--- src/rtl/hbp_pkg.sv ---
// ============================================================================
// hbp_pkg: shared types and constants of the hash based random generator
// Transaction payloads, action codes, hash unit control and round constants.
// ============================================================================
package hbp_pkg;

    // Default depth of the queue between the front and the back
    localparam int QUEUE_DEPTH = 2;

    // Action codes of an input transaction
    localparam logic [1:0] ACT_SEED = 2'd0;
    localparam logic [1:0] ACT_WORD = 2'd1;
    localparam logic [1:0] ACT_BYTE = 2'd2;
    localparam logic [1:0] ACT_NONE = 2'd3;

    // Hash sizes
    localparam logic [5:0] SHA1_BYTES   = 6'd20;
    localparam logic [5:0] SHA256_BYTES = 6'd32;
    localparam logic [3:0] SHA1_WORDS   = 4'd5;
    localparam logic [3:0] SHA256_WORDS = 4'd8;
    localparam logic [31:0] PAD_WORD    = 32'h8000_0000;

    typedef struct packed {
        logic [1:0]  action;
        logic [31:0] seed_word;
        logic        seed_last;
    } in_t;

    typedef struct packed {
        logic [31:0] random_value;
        logic        byte_only;
    } out_t;

    // Class of a queued transaction
    typedef enum logic [1:0] {
        KIND_SEED = 2'd0,
        KIND_WORD = 2'd1,
        KIND_BYTE = 2'd2
    } kind_t;

    typedef struct packed {
        kind_t       kind;
        logic [31:0] word;
        logic        last;
    } item_t;

    // Control of the hash unit
    typedef struct packed {
        logic        init;
        logic        start;
        logic        wr_en;
        logic [3:0]  wr_idx;
        logic [31:0] wr_data;
    } sha_ctrl_t;

    typedef logic [7:0][31:0] digest_t;

    // Initial chaining value for the selected hash
    function automatic digest_t hash_iv(logic mode);
        digest_t v;
        v = '0;
        if (mode)
        begin
            v[0] = 32'h6a09e667; v[1] = 32'hbb67ae85;
            v[2] = 32'h3c6ef372; v[3] = 32'ha54ff53a;
            v[4] = 32'h510e527f; v[5] = 32'h9b05688c;
            v[6] = 32'h1f83d9ab; v[7] = 32'h5be0cd19;
        end
        else
        begin
            v[0] = 32'h67452301; v[1] = 32'hefcdab89;
            v[2] = 32'h98badcfe; v[3] = 32'h10325476;
            v[4] = 32'hc3d2e1f0;
        end
        return v;
    endfunction

    // SHA-256 round constants
    function automatic logic [31:0] k256(logic [5:0] i);
        logic [31:0] k;
        unique case (i)
            6'd0:  k = 32'h428a2f98; 6'd1:  k = 32'h71374491;
            6'd2:  k = 32'hb5c0fbcf; 6'd3:  k = 32'he9b5dba5;
            6'd4:  k = 32'h3956c25b; 6'd5:  k = 32'h59f111f1;
            6'd6:  k = 32'h923f82a4; 6'd7:  k = 32'hab1c5ed5;
            6'd8:  k = 32'hd807aa98; 6'd9:  k = 32'h12835b01;
            6'd10: k = 32'h243185be; 6'd11: k = 32'h550c7dc3;
            6'd12: k = 32'h72be5d74; 6'd13: k = 32'h80deb1fe;
            6'd14: k = 32'h9bdc06a7; 6'd15: k = 32'hc19bf174;
            6'd16: k = 32'he49b69c1; 6'd17: k = 32'hefbe4786;
            6'd18: k = 32'h0fc19dc6; 6'd19: k = 32'h240ca1cc;
            6'd20: k = 32'h2de92c6f; 6'd21: k = 32'h4a7484aa;
            6'd22: k = 32'h5cb0a9dc; 6'd23: k = 32'h76f988da;
            6'd24: k = 32'h983e5152; 6'd25: k = 32'ha831c66d;
            6'd26: k = 32'hb00327c8; 6'd27: k = 32'hbf597fc7;
            6'd28: k = 32'hc6e00bf3; 6'd29: k = 32'hd5a79147;
            6'd30: k = 32'h06ca6351; 6'd31: k = 32'h14292967;
            6'd32: k = 32'h27b70a85; 6'd33: k = 32'h2e1b2138;
            6'd34: k = 32'h4d2c6dfc; 6'd35: k = 32'h53380d13;
            6'd36: k = 32'h650a7354; 6'd37: k = 32'h766a0abb;
            6'd38: k = 32'h81c2c92e; 6'd39: k = 32'h92722c85;
            6'd40: k = 32'ha2bfe8a1; 6'd41: k = 32'ha81a664b;
            6'd42: k = 32'hc24b8b70; 6'd43: k = 32'hc76c51a3;
            6'd44: k = 32'hd192e819; 6'd45: k = 32'hd6990624;
            6'd46: k = 32'hf40e3585; 6'd47: k = 32'h106aa070;
            6'd48: k = 32'h19a4c116; 6'd49: k = 32'h1e376c08;
            6'd50: k = 32'h2748774c; 6'd51: k = 32'h34b0bcb5;
            6'd52: k = 32'h391c0cb3; 6'd53: k = 32'h4ed8aa4a;
            6'd54: k = 32'h5b9cca4f; 6'd55: k = 32'h682e6ff3;
            6'd56: k = 32'h748f82ee; 6'd57: k = 32'h78a5636f;
            6'd58: k = 32'h84c87814; 6'd59: k = 32'h8cc70208;
            6'd60: k = 32'h90befffa; 6'd61: k = 32'ha4506ceb;
            6'd62: k = 32'hbef9a3f7; 6'd63: k = 32'hc67178f2;
            default: k = '0;
        endcase
        return k;
    endfunction

endpackage

--- src/rtl/hbp_front.sv ---
// ============================================================================
// hbp_front: input front end
// Accepts transactions, drops unused action codes, classifies the rest and
// holds them in a short queue for the back end.
// ============================================================================
module hbp_front #(
    parameter int DEPTH = hbp_pkg::QUEUE_DEPTH
) (
    input  logic           clk,
    input  logic           rst_n,
    input  logic           in_valid,
    output logic           in_ready,
    input  hbp_pkg::in_t   in_data,
    output logic           item_valid,
    input  logic           item_pop,
    output hbp_pkg::item_t item
);

    localparam int PW = (DEPTH > 1) ? $clog2(DEPTH) : 1;
    localparam int CW = $clog2(DEPTH + 1);

    hbp_pkg::item_t q_reg [DEPTH];
    hbp_pkg::item_t new_item;
    logic [PW-1:0]  wp_reg, wp_next, rp_reg, rp_next;
    logic [CW-1:0]  cnt_reg, cnt_next;
    logic           push, pop;

    assign in_ready   = (cnt_reg != CW'(DEPTH));
    assign item_valid = (cnt_reg != '0);
    assign item       = q_reg[rp_reg];
    assign pop        = item_pop && item_valid;
    assign push       = in_valid && in_ready && (in_data.action != hbp_pkg::ACT_NONE);

    // Classify the incoming transaction
    always_comb
    begin
        new_item.word = in_data.seed_word;
        new_item.last = in_data.seed_last;
        unique case (in_data.action)
            hbp_pkg::ACT_SEED: new_item.kind = hbp_pkg::KIND_SEED;
            hbp_pkg::ACT_WORD: new_item.kind = hbp_pkg::KIND_WORD;
            default:           new_item.kind = hbp_pkg::KIND_BYTE;
        endcase
    end

    // Queue pointers and fill count
    always_comb
    begin
        wp_next  = wp_reg;
        rp_next  = rp_reg;
        cnt_next = cnt_reg;
        if (push)
        begin
            wp_next = (wp_reg == PW'(DEPTH - 1)) ? '0 : wp_reg + PW'(1);
        end
        if (pop)
        begin
            rp_next = (rp_reg == PW'(DEPTH - 1)) ? '0 : rp_reg + PW'(1);
        end
        if (push && !pop)
        begin
            cnt_next = cnt_reg + CW'(1);
        end
        else if (pop && !push)
        begin
            cnt_next = cnt_reg - CW'(1);
        end
    end

    always_ff @(posedge clk or negedge rst_n)
    begin
        if (!rst_n)
        begin
            wp_reg  <= '0;
            rp_reg  <= '0;
            cnt_reg <= '0;
        end
        else
        begin
            wp_reg  <= wp_next;
            rp_reg  <= rp_next;
            cnt_reg <= cnt_next;
        end
    end

    // Queue storage
    always_ff @(posedge clk)
    begin
        if (push)
        begin
            q_reg[wp_reg] <= new_item;
        end
    end

endmodule

--- config.mk ---
export PLATFORM = sky130hd
export DESIGN_NAME = hbp_front
export DESIGN_NICKNAME = d
export VERILOG_FILES = /design/src/rtl/hbp_pkg.sv /design/src/rtl/hbp_front.sv
export SDC_FILE = /design/constraint.sdc
export NUM_CORES = 1
export LEC_CHECK = 0
export BUFFER_PORTS_ARGS = -buffer_cell sky130_fd_sc_hd__buf_2
export CELL_PAD_IN_SITES_DETAIL_PLACEMENT = 2
export CELL_PAD_IN_SITES_GLOBAL_PLACEMENT = 2
export CORE_UTILIZATION = 35
export CTS_CLUSTER_DIAMETER = 80
export DETAILED_ROUTE_END_ITERATION = 12
export HOLD_SLACK_MARGIN = 0.12
export PLACE_DENSITY = 0.74
export SLEW_MARGIN = 20
export SYNTH_ARGS = -nofsm -noshare
export SYNTH_HDL_FRONTEND = slang
export SYNTH_SLANG_ARGS = --single-unit
--- constraint.sdc ---
create_clock -name clk -period 6.29 [get_ports clk]
set_input_delay 0.629 -clock clk [delete_from_list [all_inputs] [get_ports clk]]
set_output_delay 0.629 -clock clk [all_outputs]
set_load 0.05 [all_outputs]
=== Word level (Yosys, flattened, before mapping) ===
Memories as Yosys holds them, arrays and structs flattened.
Index checks and enable logic that the tools add are counted.

* Register bits: 4
* Memory bits (writable): 70
* Input bits: 39
* Output and inout port bits: 37
* Word-level logic and storage cells: 28
* Memories kept: 1

* $add $sub $neg: 4
* Equality and inequality tests: 3
* Mux-type cells: 7
* Reductions and logical operators: 10

{| class="wikitable"
|+ Memory list
! memory !! words !! width !! rd ports !! clocked after memory_dff !! wr ports !! RTL line !! RTL
|-
| q_reg || 2 || 35 || 1 || 0 || 1 || hbp_front.sv:22 || <nowiki>hbp_pkg::item_t q_reg [DEPTH];</nowiki>
|}

{| class="wikitable"
|+ Operator list
! kind !! count
|-
| $logic_and 1x1->1 || 5
|-
| $mux 1 || 4
|-
| $mux 2 || 2
|-
| $ne 2x2->1 const B || 2
|-
| $pmux 2 s2 || 1
|-
| $reduce_bool 2->1 || 2
|-
| $add 1x1->1 const B || 2
|-
| $add 2x1->2 const B || 1
|-
| $eq 2x1->1 const B || 1
|-
| $logic_not 1->1 || 2
|-
| $logic_not 2->1 || 1
|-
| $sub 2x1->2 const B || 1
|}

=== Logic depth before layout (Yosys ltp) ===
* Word-level depth: 7
* Depth in mapped cells: 7
* Mapped depth without buffers: 7

=== Least setup slack after synthesis ===
No wires, ideal clock.

* Kind: register -> register
* Start point: register cnt_reg[0]
* End point: memory q_reg[0][0] (netlist name) (enable)
* Setup time: 0.427 ns
* Arrival: 2.544 ns
* Data required time: 5.863 ns
* Setup slack: 3.319 ns
* Cell stages (with the launch flop): 4
* Path buffers: 0
* Period minus slack after synthesis: 2.971 ns
* Path through: dfrtp_1 -> nand2b_1 -> nand3_2 -> nor2_1

* Cells in the longest elaborated chain, start to end: 5

{| class="wikitable"
|+ Ends and longest elaborated chain
! what !! RTL line !! RTL
|-
| from (decl) || hbp_front.sv:25 || <nowiki>logic [CW-1:0] cnt_reg, cnt_next;</nowiki>
|-
| from (signal assigned) || hbp_front.sv:82 || <nowiki>cnt_reg <= cnt_next;</nowiki>
|-
| $ne 2x2->1 || hbp_front.sv:28 || <nowiki>assign in_ready = (cnt_reg != CW'(DEPTH));</nowiki>
|-
| net in_ready || hbp_front.sv:12 || <nowiki>output logic in_ready,</nowiki>
|-
| $logic_and 1x1->1 (2 in a row) || hbp_front.sv:32 || <nowiki>assign push = in_valid && in_ready && (in_data.action != hbp_pkg::ACT_NONE);</nowiki>
|-
| $mux 1 || hbp_front.sv:89 || <nowiki>if (push)</nowiki>
|-
| $mux 1 (not written as such) || hbp_front.sv:91 || <nowiki>q_reg[wp_reg] <= new_item;</nowiki>
|-
| to (decl) || hbp_front.sv:22 ||
|}

The timed path passes the listed nets, and every way through them passes these cells.

==> flow_summary.json <==
{
  "outcome": "completed",
  "r2r-start": "cnt_reg[0]",
  "final_max_slew_viol_count": 0,
  "setup_viol": 0,
  "drive_above_1_share_pct": 59.6,
  "finalPower_mw": 1.85,
  "core_area_mm2": 0.00785,
  "hold_class": "input port to flip-flop",
  "grt_setup_unrepaired": "no",
  "syn_inst": 131,
  "synth_compound_area_share_pct": 0,
  "yosysSeqAreaShare_pct": 76.2,
  "wirelength_um": 4980,
  "end_kind": "output pin",
  "grt_start_max_net_pins": 37,
  "clk_path_buf_depth": 2,
  "slew_headroom_pct": 31.6,
  "fin_util_pct": 45.3,
  "first_global_vias": 1601,
  "place_congestion": 0.686,
  "reg2reg_slack_ns": 4.31,
  "worst_slack_ns": 3.80,
  "mostFrequentLayoutCells": "buf_2, edfxtp_1, mux2_4",
  "cap_violations": 0,
  "drtPass1Iterations": 4,
  "drtIter0Drc": 36,
  "die_w_um": 92.9,
  "synth_seq_cells": 74,
  "wl_per_cell_um": 15.6,
  "cts_root_buf": "clkbuf_8",
  "synth_top_family_by_area": "multiplexers",
  "dpl.hpwl_um": 3330,
  "start_util_pct": 36.8,
  "synthXorXnorAreaFrac_pct": 1.51,
  "antennaDiodeCount": 0,
  "io_pins": 76,
  "fin_crit_sh_pct": 39.5,
  "dieArea_mm2": 0.00863,
  "vias": 1431,
  "syn_avg_cell_area_um2": 22.1,
  "cp_max_fo": 36,
  "crit_start": "rp_reg",
  "yosys.area_share.simple_pct": 1.64,
  "via_per_inst": 4.47,
  "tritoncts": "done",
  "clock_latency_ns": 0.35,
  "peakVddDrop_v": 0.000207,
  "critPathKind": "flip-flop to output pin",
  "synth.distinct_cells": 17,
  "cts_resized": 0,
  "netlist_area_mm2": 0.00289,
  "worstSetupEndpoint": "item[14]",
  "crit_required_ns": 5.66,
  "r2r_cells": 3,
  "nets": 253,
  "r2r_end": "q_reg[1][18]",
  "port-buffer-count": 75,
  "fin_crit_ns": 2.49,
  "cts_setup_buffers": 0,
  "numClockSinks": 74,
  "power_density_mw_per_mm2": 522,
  "antenna_found_initial": 0,
  "drc": 0,
  "fin_skew_ns": 0.0131,
  "clk_pin_slew_ns": 0.09,
  "p_leak_nw": 1.41,
  "crit_path_start_kind": "flip-flop",
  "globalRouteTotalUtil_pct": 12.7,
  "cts_max_level": 3,
  "layout_commonest_cell": "buf_2",
  "worstMarginPinSlew_ns": 1.02,
  "rows": 32,
  "place_area_mm2": 0.00334,
  "ant_nets": 0,
  "synth.yosys.warnings": 0,
  "synth-adder-area-share_pct": 0.433,
  "chipHeight_um": 92.9,
  "hold_viol_final": 0,
  "grt_remaining_overflow": 0,
  "fin_setup_tns_ns": 0,
  "finalInstanceArea_mm2": 0.00355,
  "area_delta_synth_final_pct": 22.9,
  "numCtsBuffers": 9,
  "pre_cts_slack_ns": 3.90,
  "crit_arrival_ns": 1.86,
  "grt_pass1_wl_um": 7940,
  "syn_nets": 171,
  "fmax_mhz": 402,
  "fillers": 769,
  "largest_register_ffs": 70,
  "synthMuxAreaShare_pct": 17.4
}
-- stage by stage --
| step | hold slack, ns | std cells |
|---|---|---|
| after floorplan | 0.333 | 131 |
| after global placement | 0.447 | 303 |
| after detailed placement | 0.450 | 303 |
| after CTS | 0.440 | 320 |
| after global routing | 0.435 | 320 |
| final | 0.461 | 320 |
-- area by class of cell --
cell class              instances  area (um2)  area share (%)
clock buffers                   9         124            3.48
multi-input cells              50         622            17.5
clock inverters                 7        82.6            2.32
repair buffers                 76         385            10.8
inverters                       2        7.51           0.211
flip-flops and latches         74        2210            62.1
well taps                     102         128            3.59
-- layer usage --
metal / vias up / routed length (um) / GRT usage, % / share of wire, %
met5: - / 0 / 0 / 0
met4: 0 / 75 / 5.77 / 1.5
met3: 7 / 417 / 5.42 / 8.4
met2: 57 / 2480 / 21.0 / 50
met1: 701 / 2010 / 14.3 / 40
li1: 666 / - / - / -
-- worst min-delay path by stage --
stage / cells past startpoint / slack (ns) / to / from
CTS: 1 / 0.44 / q_reg[1][1] / in_data[1]
floorplan: 0 / 0.33 / cnt_reg[0] / rst_n
detailed placement: 1 / 0.45 / wp_reg / rst_n
global placement: 1 / 0.45 / wp_reg / rst_n
global route: 1 / 0.44 / q_reg[1][2] / in_data[2]
finish: 1 / 0.46 / q_reg[1][5] / in_data[5]
-- kinds of logic (layout without fill, tap and decap cells) --
kind of cell	count (synthesis)	in the layout
xor gates and xnor gates	5	5
adders and majority gates	1	1
buffers and inverters	7	94
DFF	74	74
muxes	35	35
and+or+nand+nor	9	9
-- critical path, cell delays in order (launching register included) --
cell     delay (ns)
dfrtp_4        0.86
mux2_2         0.41
buf_2          0.21
-- cell usage after synthesis --
| library cell | count | area (um2) |
|---|---|---|
| edfxtp_1 | 70 | 2100 |
| mux2_4 | 29 | 435 |
| mux2_2 | 6 | 67.6 |
| dfrtp_1 | 4 | 100 |
| buf_12 | 3 | 60.1 |
| nor2_1 | 3 | 11.3 |
| xnor2_1 | 3 | 26.3 |
| inv_1 | 2 | 7.51 |
| nand2_1 | 2 | 7.51 |
| xor2_1 | 2 | 17.5 |
| buf_6 | 1 | 11.3 |
| clkbuf_1 | 1 | 3.75 |
| ha_1 | 1 | 12.5 |
| nand2b_1 | 1 | 6.26 |
| nand3_2 | 1 | 10.0 |
| nor2b_1 | 1 | 6.26 |
| or2_1 | 1 | 6.26 |
-- where the power goes --
part | total [mW] | switching [mW] | internal [mW]
Clock | 0.380 | 0.190 | 0.190
Sequential | 0.743 | 0.0918 | 0.651
Combinational | 0.732 | 0.485 | 0.247
-- what timing repair did --
| item | CTS | global route |
|---|---|---|
| endpoints found under the setup margin | 0 | 0 |
| hold buffers | 1 | 0 |
| hold endpoints to repair | 4 | 0 |
(Power assumes the default switching activity.)
