### src/rtl/hbp_pkg.sv
// ============================================================================
// hbp_pkg: shared types and constants of the hash based random generator
// Transaction payloads, action codes, hash unit control and round constants.
// ============================================================================
package hbp_pkg;

    // Default depth of the queue between the front and the back
    localparam int QUEUE_DEPTH = 2;

    // Action codes of an input transaction
    localparam logic [1:0] ACT_SEED = 2'd0;
    localparam logic [1:0] ACT_WORD = 2'd1;
    localparam logic [1:0] ACT_BYTE = 2'd2;
    localparam logic [1:0] ACT_NONE = 2'd3;

    // Hash sizes
    localparam logic [5:0] SHA1_BYTES   = 6'd20;
    localparam logic [5:0] SHA256_BYTES = 6'd32;
    localparam logic [3:0] SHA1_WORDS   = 4'd5;
    localparam logic [3:0] SHA256_WORDS = 4'd8;
    localparam logic [31:0] PAD_WORD    = 32'h8000_0000;

    typedef struct packed {
        logic [1:0]  action;
        logic [31:0] seed_word;
        logic        seed_last;
    } in_t;

    typedef struct packed {
        logic [31:0] random_value;
        logic        byte_only;
    } out_t;

    // Class of a queued transaction
    typedef enum logic [1:0] {
        KIND_SEED = 2'd0,
        KIND_WORD = 2'd1,
        KIND_BYTE = 2'd2
    } kind_t;

    typedef struct packed {
        kind_t       kind;
        logic [31:0] word;
        logic        last;
    } item_t;

    // Control of the hash unit
    typedef struct packed {
        logic        init;
        logic        start;
        logic        wr_en;
        logic [3:0]  wr_idx;
        logic [31:0] wr_data;
    } sha_ctrl_t;

    typedef logic [7:0][31:0] digest_t;

    // Initial chaining value for the selected hash
    function automatic digest_t hash_iv(logic mode);
        digest_t v;
        v = '0;
        if (mode)
        begin
            v[0] = 32'h6a09e667; v[1] = 32'hbb67ae85;
            v[2] = 32'h3c6ef372; v[3] = 32'ha54ff53a;
            v[4] = 32'h510e527f; v[5] = 32'h9b05688c;
            v[6] = 32'h1f83d9ab; v[7] = 32'h5be0cd19;
        end
        else
        begin
            v[0] = 32'h67452301; v[1] = 32'hefcdab89;
            v[2] = 32'h98badcfe; v[3] = 32'h10325476;
            v[4] = 32'hc3d2e1f0;
        end
        return v;
    endfunction

    // SHA-256 round constants
    function automatic logic [31:0] k256(logic [5:0] i);
        logic [31:0] k;
        unique case (i)
            6'd0:  k = 32'h428a2f98; 6'd1:  k = 32'h71374491;
            6'd2:  k = 32'hb5c0fbcf; 6'd3:  k = 32'he9b5dba5;
            6'd4:  k = 32'h3956c25b; 6'd5:  k = 32'h59f111f1;
            6'd6:  k = 32'h923f82a4; 6'd7:  k = 32'hab1c5ed5;
            6'd8:  k = 32'hd807aa98; 6'd9:  k = 32'h12835b01;
            6'd10: k = 32'h243185be; 6'd11: k = 32'h550c7dc3;
            6'd12: k = 32'h72be5d74; 6'd13: k = 32'h80deb1fe;
            6'd14: k = 32'h9bdc06a7; 6'd15: k = 32'hc19bf174;
            6'd16: k = 32'he49b69c1; 6'd17: k = 32'hefbe4786;
            6'd18: k = 32'h0fc19dc6; 6'd19: k = 32'h240ca1cc;
            6'd20: k = 32'h2de92c6f; 6'd21: k = 32'h4a7484aa;
            6'd22: k = 32'h5cb0a9dc; 6'd23: k = 32'h76f988da;
            6'd24: k = 32'h983e5152; 6'd25: k = 32'ha831c66d;
            6'd26: k = 32'hb00327c8; 6'd27: k = 32'hbf597fc7;
            6'd28: k = 32'hc6e00bf3; 6'd29: k = 32'hd5a79147;
            6'd30: k = 32'h06ca6351; 6'd31: k = 32'h14292967;
            6'd32: k = 32'h27b70a85; 6'd33: k = 32'h2e1b2138;
            6'd34: k = 32'h4d2c6dfc; 6'd35: k = 32'h53380d13;
            6'd36: k = 32'h650a7354; 6'd37: k = 32'h766a0abb;
            6'd38: k = 32'h81c2c92e; 6'd39: k = 32'h92722c85;
            6'd40: k = 32'ha2bfe8a1; 6'd41: k = 32'ha81a664b;
            6'd42: k = 32'hc24b8b70; 6'd43: k = 32'hc76c51a3;
            6'd44: k = 32'hd192e819; 6'd45: k = 32'hd6990624;
            6'd46: k = 32'hf40e3585; 6'd47: k = 32'h106aa070;
            6'd48: k = 32'h19a4c116; 6'd49: k = 32'h1e376c08;
            6'd50: k = 32'h2748774c; 6'd51: k = 32'h34b0bcb5;
            6'd52: k = 32'h391c0cb3; 6'd53: k = 32'h4ed8aa4a;
            6'd54: k = 32'h5b9cca4f; 6'd55: k = 32'h682e6ff3;
            6'd56: k = 32'h748f82ee; 6'd57: k = 32'h78a5636f;
            6'd58: k = 32'h84c87814; 6'd59: k = 32'h8cc70208;
            6'd60: k = 32'h90befffa; 6'd61: k = 32'ha4506ceb;
            6'd62: k = 32'hbef9a3f7; 6'd63: k = 32'hc67178f2;
            default: k = '0;
        endcase
        return k;
    endfunction

endpackage

### src/rtl/hbp_sha.sv
// ============================================================================
// hbp_sha: iterative SHA-1 / SHA-256 compression unit
// One round per cycle over a 16 word message window, then a final step adds
// the working variables into the chaining value.
// ============================================================================
module hbp_sha (
    input  logic                clk,
    input  logic                rst_n,
    input  logic                mode,
    input  hbp_pkg::sha_ctrl_t  ctrl,
    output logic                busy,
    output hbp_pkg::digest_t    digest
);

    hbp_pkg::digest_t  h_reg, h_next, wv_reg, wv_next, rv;
    logic [15:0][31:0] msg_reg, msg_next;
    logic [6:0]        rnd_reg, rnd_next, last_rnd;
    logic              run_reg, run_next, fin_reg, fin_next;
    logic [31:0]       w_new, t1, t2, f1, k1;

    function automatic logic [31:0] rotr(logic [31:0] x, int n);
        return (x >> n) | (x << (32 - n));
    endfunction

    function automatic logic [31:0] rotl(logic [31:0] x, int n);
        return (x << n) | (x >> (32 - n));
    endfunction

    assign busy     = run_reg;
    assign digest   = h_reg;
    assign last_rnd = mode ? 7'd63 : 7'd79;

    // Message schedule: next word entering the window
    always_comb
    begin
        if (mode)
        begin
            w_new = (rotr(msg_reg[14], 17) ^ rotr(msg_reg[14], 19) ^ (msg_reg[14] >> 10))
                  + msg_reg[9]
                  + (rotr(msg_reg[1], 7) ^ rotr(msg_reg[1], 18) ^ (msg_reg[1] >> 3))
                  + msg_reg[0];
        end
        else
        begin
            w_new = rotl(msg_reg[13] ^ msg_reg[8] ^ msg_reg[2] ^ msg_reg[0], 1);
        end
    end

    // One round
    always_comb
    begin
        rv = wv_reg;
        t1 = '0;
        t2 = '0;
        f1 = '0;
        k1 = '0;
        if (mode)
        begin
            t1 = wv_reg[7]
               + (rotr(wv_reg[4], 6) ^ rotr(wv_reg[4], 11) ^ rotr(wv_reg[4], 25))
               + ((wv_reg[4] & wv_reg[5]) ^ (~wv_reg[4] & wv_reg[6]))
               + hbp_pkg::k256(rnd_reg[5:0]) + msg_reg[0];
            t2 = (rotr(wv_reg[0], 2) ^ rotr(wv_reg[0], 13) ^ rotr(wv_reg[0], 22))
               + ((wv_reg[0] & wv_reg[1]) ^ (wv_reg[0] & wv_reg[2]) ^ (wv_reg[1] & wv_reg[2]));
            rv[0] = t1 + t2;
            rv[1] = wv_reg[0];
            rv[2] = wv_reg[1];
            rv[3] = wv_reg[2];
            rv[4] = wv_reg[3] + t1;
            rv[5] = wv_reg[4];
            rv[6] = wv_reg[5];
            rv[7] = wv_reg[6];
        end
        else
        begin
            priority if (rnd_reg < 7'd20)
            begin
                f1 = (wv_reg[1] & wv_reg[2]) | (~wv_reg[1] & wv_reg[3]);
                k1 = 32'h5a827999;
            end
            else if (rnd_reg < 7'd40)
            begin
                f1 = wv_reg[1] ^ wv_reg[2] ^ wv_reg[3];
                k1 = 32'h6ed9eba1;
            end
            else if (rnd_reg < 7'd60)
            begin
                f1 = (wv_reg[1] & wv_reg[2]) | (wv_reg[1] & wv_reg[3])
                   | (wv_reg[2] & wv_reg[3]);
                k1 = 32'h8f1bbcdc;
            end
            else
            begin
                f1 = wv_reg[1] ^ wv_reg[2] ^ wv_reg[3];
                k1 = 32'hca62c1d6;
            end
            rv[0] = rotl(wv_reg[0], 5) + f1 + wv_reg[4] + k1 + msg_reg[0];
            rv[1] = wv_reg[0];
            rv[2] = rotl(wv_reg[1], 30);
            rv[3] = wv_reg[2];
            rv[4] = wv_reg[3];
        end
    end

    // Sequencing: load, rounds, final add
    always_comb
    begin
        h_next   = h_reg;
        wv_next  = wv_reg;
        msg_next = msg_reg;
        rnd_next = rnd_reg;
        run_next = run_reg;
        fin_next = fin_reg;
        if (fin_reg)
        begin
            for (int i = 0; i < 8; i++)
            begin
                if (mode || (i < int'(hbp_pkg::SHA1_WORDS)))
                begin
                    h_next[i] = h_reg[i] + wv_reg[i];
                end
            end
            run_next = 1'b0;
            fin_next = 1'b0;
        end
        else if (run_reg)
        begin
            wv_next  = rv;
            msg_next = {w_new, msg_reg[15:1]};
            rnd_next = rnd_reg + 7'd1;
            if (rnd_reg == last_rnd)
            begin
                fin_next = 1'b1;
            end
        end
        else
        begin
            if (ctrl.init)
            begin
                h_next = hbp_pkg::hash_iv(mode);
            end
            if (ctrl.wr_en)
            begin
                msg_next[ctrl.wr_idx] = ctrl.wr_data;
            end
            if (ctrl.start)
            begin
                wv_next  = h_reg;
                rnd_next = '0;
                run_next = 1'b1;
            end
        end
    end

    always_ff @(posedge clk or negedge rst_n)
    begin
        if (!rst_n)
        begin
            h_reg   <= hbp_pkg::hash_iv(1'b1);
            rnd_reg <= '0;
            run_reg <= 1'b0;
            fin_reg <= 1'b0;
        end
        else
        begin
            h_reg   <= h_next;
            rnd_reg <= rnd_next;
            run_reg <= run_next;
            fin_reg <= fin_next;
        end
    end

    // Working variables and message window
    always_ff @(posedge clk)
    begin
        wv_reg  <= wv_next;
        msg_reg <= msg_next;
    end

endmodule

### config.mk
export PLATFORM = sky130hd
export DESIGN_NAME = hbp_sha
export DESIGN_NICKNAME = d
export VERILOG_FILES = /design/src/rtl/hbp_pkg.sv /design/src/rtl/hbp_sha.sv
export SDC_FILE = /design/constraint.sdc
export NUM_CORES = 2
export LEC_CHECK = 0
export ABC_AREA = 1
export BUFFER_PORTS_ARGS = -buffer_cell sky130_fd_sc_hd__buf_4
export CORE_ASPECT_RATIO = 0.6
export CORE_MARGIN = 4
export CORE_UTILIZATION = 45
export CTS_BUF_LIST = sky130_fd_sc_hd__clkbuf_16
export DETAILED_ROUTE_END_ITERATION = 16
export PLACE_DENSITY_LB_ADDON = 0.08
export SLEW_MARGIN = 20
export SYNTH_ARGS = -nofsm -noshare
export SYNTH_HDL_FRONTEND = slang
export SYNTH_SLANG_ARGS = --single-unit
### constraint.sdc
create_clock -name clk -period 10 [get_ports clk]
set_input_delay 0 -clock clk [delete_from_list [all_inputs] [get_ports clk]]
set_output_delay 0 -clock clk [all_outputs]
set_load 0.02 [all_outputs]
# Word level (Yosys, flattened, before mapping)
# Memories as Yosys holds them, arrays and structs flattened.
# Index checks and enable logic that the tools add are counted.
# op_classes
eq_ne,4
magnitude_cmp,5
n_mux,36
reduce_logical,9
n_bitwise,43
n_addsub,23
# ops
op,count
2-to-1 mux 256 bit,5
2-to-1 mux 512 bit,2
adder 32 bit,22
bitwise mux 512 bit,1
bitwise XOR 32 bit,14
2-to-1 mux 32 bit,13
2-to-1 mux 160 bit,2
AND 32 bit,8
demux 32 bit (select 4 bit),1
2-to-1 mux 96 bit,1
bitwise OR 32 bit,3
2-to-1 mux 95 bit,1
NOT 32 bit,2
bitwise OR 10 x 32 -> 32 bit,1
bitwise OR 13 x 32 -> 32 bit,1
bitwise OR 14 x 32 -> 32 bit,1
bitwise OR 15 x 32 -> 32 bit,1
bitwise OR 19 x 32 -> 32 bit,1
bitwise OR 21 x 32 -> 32 bit,1
bitwise OR 25 x 32 -> 32 bit,1
bitwise OR 26 x 32 -> 32 bit,1
bitwise OR 30 x 32 -> 32 bit,1
bitwise OR 32 x 1 -> 32 bit,1
bitwise OR 32 x 30 -> 32 bit,1
other kinds (20),34
# totals
romBits,2048
ff_bits,1033
n_memories,1
# mem_list
name,words,width,read_ports,rd_ports_with_merged_regs,write_ports,line_no,text
(no name shown),64,32,1,0,0,hbp_pkg.sv:81,unique case (i)

# Longest topological paths before layout
# depth
depth_word,13
mapped_depth,41
mapped_depth_nobuf,40

# Worst setup path before layout
# No wires, ideal clock.
# synth_path
path_kind,register to register
startpoint,register run_reg (netlist: busy)
endpoint,"register wv_reg[160] (netlist bit), enable pin"
t_arrival_ns,5.780
slack_ns,3.638
stages_incl_launch_ff,6
path_cell_list,dfrtp_1 -> inv_2 -> buf_2 -> nor2_1 -> inv_1 -> a21oi_1
# synth_between
elab_chain_cells,2
elab_cells_between_ends,3
cone_classes,1 x eq/ne; 2 x reduce/logical
# synth_lines
element,line_no,text
start: declaration,hbp_sha.sv:18,"logic run_reg, run_next, fin_reg, fin_next;"
start signal: assignment,hbp_sha.sv:168,run_reg <= run_next;
!= test 2 bit (no source line) or nonzero test 2 bit (tied branches),--,
AND reduction 3 bit (no source line) (*),--,
end signal: assignment,hbp_sha.sv:176,wv_reg <= wv_next;
end: declaration,hbp_sha.sv:15,"hbp_pkg::digest_t h_reg, h_next, wv_reg, wv_next, rv;"
# Every way passes the cells marked *; elsewhere a longest branch is shown, timed or not.
# A chain may end at the register's enable or synchronous reset.

# Final worst setup path
# layout_path
startpoint,register rnd_reg[0]
endpoint,register wv_reg[23] (netlist bit) (data pin)
# layout_between
elab_chain_cells,11
elab_cells_between_ends,22
cone_classes,7 x add/sub; 3 x order compare; 11 x mux; 1 x memory
# layout_lines
element,line_no,text
start: declaration,hbp_sha.sv:17,"logic [6:0] rnd_reg, rnd_next, last_rnd;"
start signal: assignment,hbp_sha.sv:167,rnd_reg <= rnd_next;
< comparator 7 x 6 -> 1 bit,hbp_sha.sv:86,else if (rnd_reg < 7'd60)
2-to-1 mux 32 bit,hbp_sha.sv:86,
2-to-1 mux 32 bit,hbp_sha.sv:81,else if (rnd_reg < 7'd40)
2-to-1 mux 32 bit,hbp_sha.sv:76,priority if (rnd_reg < 7'd20)
2-to-1 mux 32 bit,hbp_sha.sv:57,if (mode)
adder 32 bit (4 in a row),hbp_sha.sv:97,"rv[0] = rotl(wv_reg[0], 5) + f1 + wv_reg[4] + k1 + msg_reg[0];"
2-to-1 mux 160 bit (*),hbp_sha.sv:57,
2-to-1 mux 256 bit (*),hbp_sha.sv:126,else if (run_reg)
# Every way passes the cells marked *; elsewhere a longest branch is shown, timed or not. The select of a mux whose other input is x is not followed.

==> flow_summary_export.csv <==
group,metric,value,unit
run_status,status,"complete, no violations",
timing,timing.fmax,117.3,MHz
timing,period_minus_slack,8.522,ns
setup_path,reg2reg_depth,34,
setup_path,critPathCapture,"wv_reg[23]",
logic_synthesis,synth_area_leaders,"edfxtp_1 (28%), nand2_1 (10%), fa_1 (7.8%)",
setup_path,path_max_fanout,14,
place,gp_congestion,1.099,
cts,cts-buffers-inserted,105,
route,wire_per_inst,30.85,um
cts,ctsResizeCount,0,
route,ant_nets,0,
logic_synthesis,ys_ff_latch,1033,
timing,finalHoldViolCount,0,
route,routed_wl,390200,um
route,dr.pass1.iters,7,
logic_synthesis,synth_most_common_cell,"nand2_1",
setup_path,worstPathArrival,9.01,ns
timing,rsz0062_at_grt,"no",
logic_synthesis,synth_edf_count,768,
finish,drive_gt1_frac,0.08270,
timing,finalCritPeriodShare,0.8522,
setup_path,crit_path_end_kind,"flip-flop",
floorplan,initial_utilization,0.4537,
floorplan,fp.dieH,336.8,um
timing,setup_tns,0,ns
global_routing,grt_pass1_wl,541800,um
floorplan,design.die.area,187200,um2
setup_path,critPathKind,"flip-flop to flip-flop",
logic_synthesis,syn-num-nets,10780,
setup_path,ff2ff_setup_slack,1.48,ns
floorplan,rows,120,
global_routing,overflow,0,
timing,worstMarginPinSlew,1.333,ns
logic_synthesis,synth_flop_cell,"edfxtp_1",
setup_path,critPathLaunchType,"flip-flop",
place,post-dp-hpwl,303900,um
logic_synthesis,async_flop_share,0.2565,
place,io_buffers,298,
finish,multiInputGateArea,44860,um2
setup_path,crit_top_cell,"nand2_1",
logic_synthesis,synth.largest_area_cell,"edfxtp_1",
timing,setup_viol,0,
timing,finClkSkew,0.06632,ns
timing,drv_slew,0,
setup_path,critPathRequiredTime,10.49,ns
job,drv_cap,0,
min_path,hold_class,"input port to flip-flop",
logic_synthesis,synth_warnings,0,
cts,clock-sinks,1033,
global_routing,grt_max_degree,222,
logic_synthesis,netlist_instances,9960,
finish,fin_nets,10990,
cts,path_clk_slew,0.08,ns
global_routing,antenna_found_initial,9,
setup_path,reg2reg_to,"wv_reg[23]",
cts,clk_latency,0.77,ns
setup_path,crit_path_start,"rnd_reg[0]",
logic_synthesis,synth_seq_area_share,0.3684,
cts,postCtsSetupBuffers,0,
finish,syn2layout_area_growth,11.29,%
timing,slew_headroom,0.1115,
floorplan,ios,299,
route,drt-vias-per-instance,6.178,
finish,seq_area,29870,um2
floorplan,chipWidth,555.9,um
logic_synthesis,synthTopCellsByCount,"nand2_1 (2222), inv_1 (1357), o21ai_0 (1242), edfxtp_1 (768), a21oi_1 (611)",
route,drtIter0Drc,12430,
cts,cts_tree,"yes",
logic_synthesis,syn_area,81060,um2
floorplan,core_area,178700,um2
logic_synthesis,synth_area_per_cell,8.139,um2
finish,largest_reg_flops,512,
cts,cts_root_buf,"clkbuf_16",
route,vias,78160,
global_routing,track_usage,0.4046,
setup_path,worst_r2r_startpoint,"rnd_reg[0]",
cts,hold_buffers,33,
global_routing,grt_pass1_vias,70810,
cts,cts_buffer_depth,3,
logic_synthesis,synth_cell_types,72,
cts,ctsHtreeMaxLevel,3,
finish,fillers,17280,
min_path,min_path_cells,3,
setup_path,max_stage_delay,0.67,ns
setup_path,critical-path-slowest-cell,"nor2_1",
logic_synthesis,yosysTopAreaCellShare,0.2845,
route,drc,0,
critical path, delay by kind of cell (launching register included):
family          cells  cell delay [ns]
simple gates       13             1.93
compound gates     10             2.48
fa+ha+maj           5             1.98
buf+inv             5             0.70
xor+xnor            1             0.53
flops               1             0.63
through the flow:
stage	utilization	area (um2)	instances	worst slack, ns	hold WS, ns
5_1_grt	0.5048	90200	12650	0.9881	0.1046
2_1_floorplan	-	81060	9960	3.638	-0.2956
3_5_place_dp	0.4829	86280	12410	1.883	0.03335
4_1_cts	0.5047	90170	12640	1.812	0.002067
3_3_place_gp	0.4827	86240	12410	1.844	0.03260
6_report	0.5049	90220	12650	1.478	0.06246
layout make-up:
cell class | count | area share
Multi-Input combinational cell | 7183 | 0.4973
Sequential cell | 1033 | 0.3311
Inverter | 1369 | 0.05713
Timing Repair Buffer | 481 | 0.04208
Tap cell | 2379 | 0.03299
Clock buffer | 106 | 0.02940
Clock inverter | 94 | 0.009875
Antenna cell | 6 | 0.0001664
logic make-up (layout without fill, tap and decap cells):
kind of cell / count (synthesis) / in the layout / synth area share
AOI/OAI and AO/OA: 2467 / 2467 / 0.1711
other: 0 / 6 / 0
muxes: 2 / 2 / 0.0002624
adders and majority gates: 775 / 775 / 0.1488
DFF: 1033 / 1033 / 0.3684
buffers and inverters: 1744 / 2050 / 0.08139
xor gates and xnor gates: 557 / 557 / 0.06018
and+or+nand+nor: 3382 / 3382 / 0.1698
metal layers:
| metal | track usage | routed length, um |
|---|---|---|
| met2 | 0.4982 | 141000 |
| met1 | 0.6315 | 173200 |
| met3 | 0.1704 | 65240 |
| met5 | 0 | 46 |
| met4 | 0.09860 | 10710 |
layout by cell type, fill, tap and decap left out, types with 97 or more instances in the layout:
cell type,instances
buf_4,441
clkbuf_16,106
nand3_1,364
nor2_1,542
a21oi_1,591
inv_1,1374
o22ai_1,97
edfxtp_1,768
o21ai_0,1240
fa_1,315
nand2_1,2219
xor2_1,284
ha_1,460
dfstp_2,136
xnor2_1,273
dfrtp_1,127
worst min path at each step:
stage,from,to,slack [ns]
final,ctrl[13],msg_reg[269],0.06
after global routing,ctrl[13],msg_reg[365],0.10
after CTS,ctrl[13],msg_reg[269],0.002
after detailed placement,rst_n,digest[211],0.03
after global placement,rst_n,digest[213],0.03
after floorplan,rst_n,busy,-0.30
Power is not shown: default switching activity piles up to over one toggle a cycle in this logic, so the estimate is an artifact.
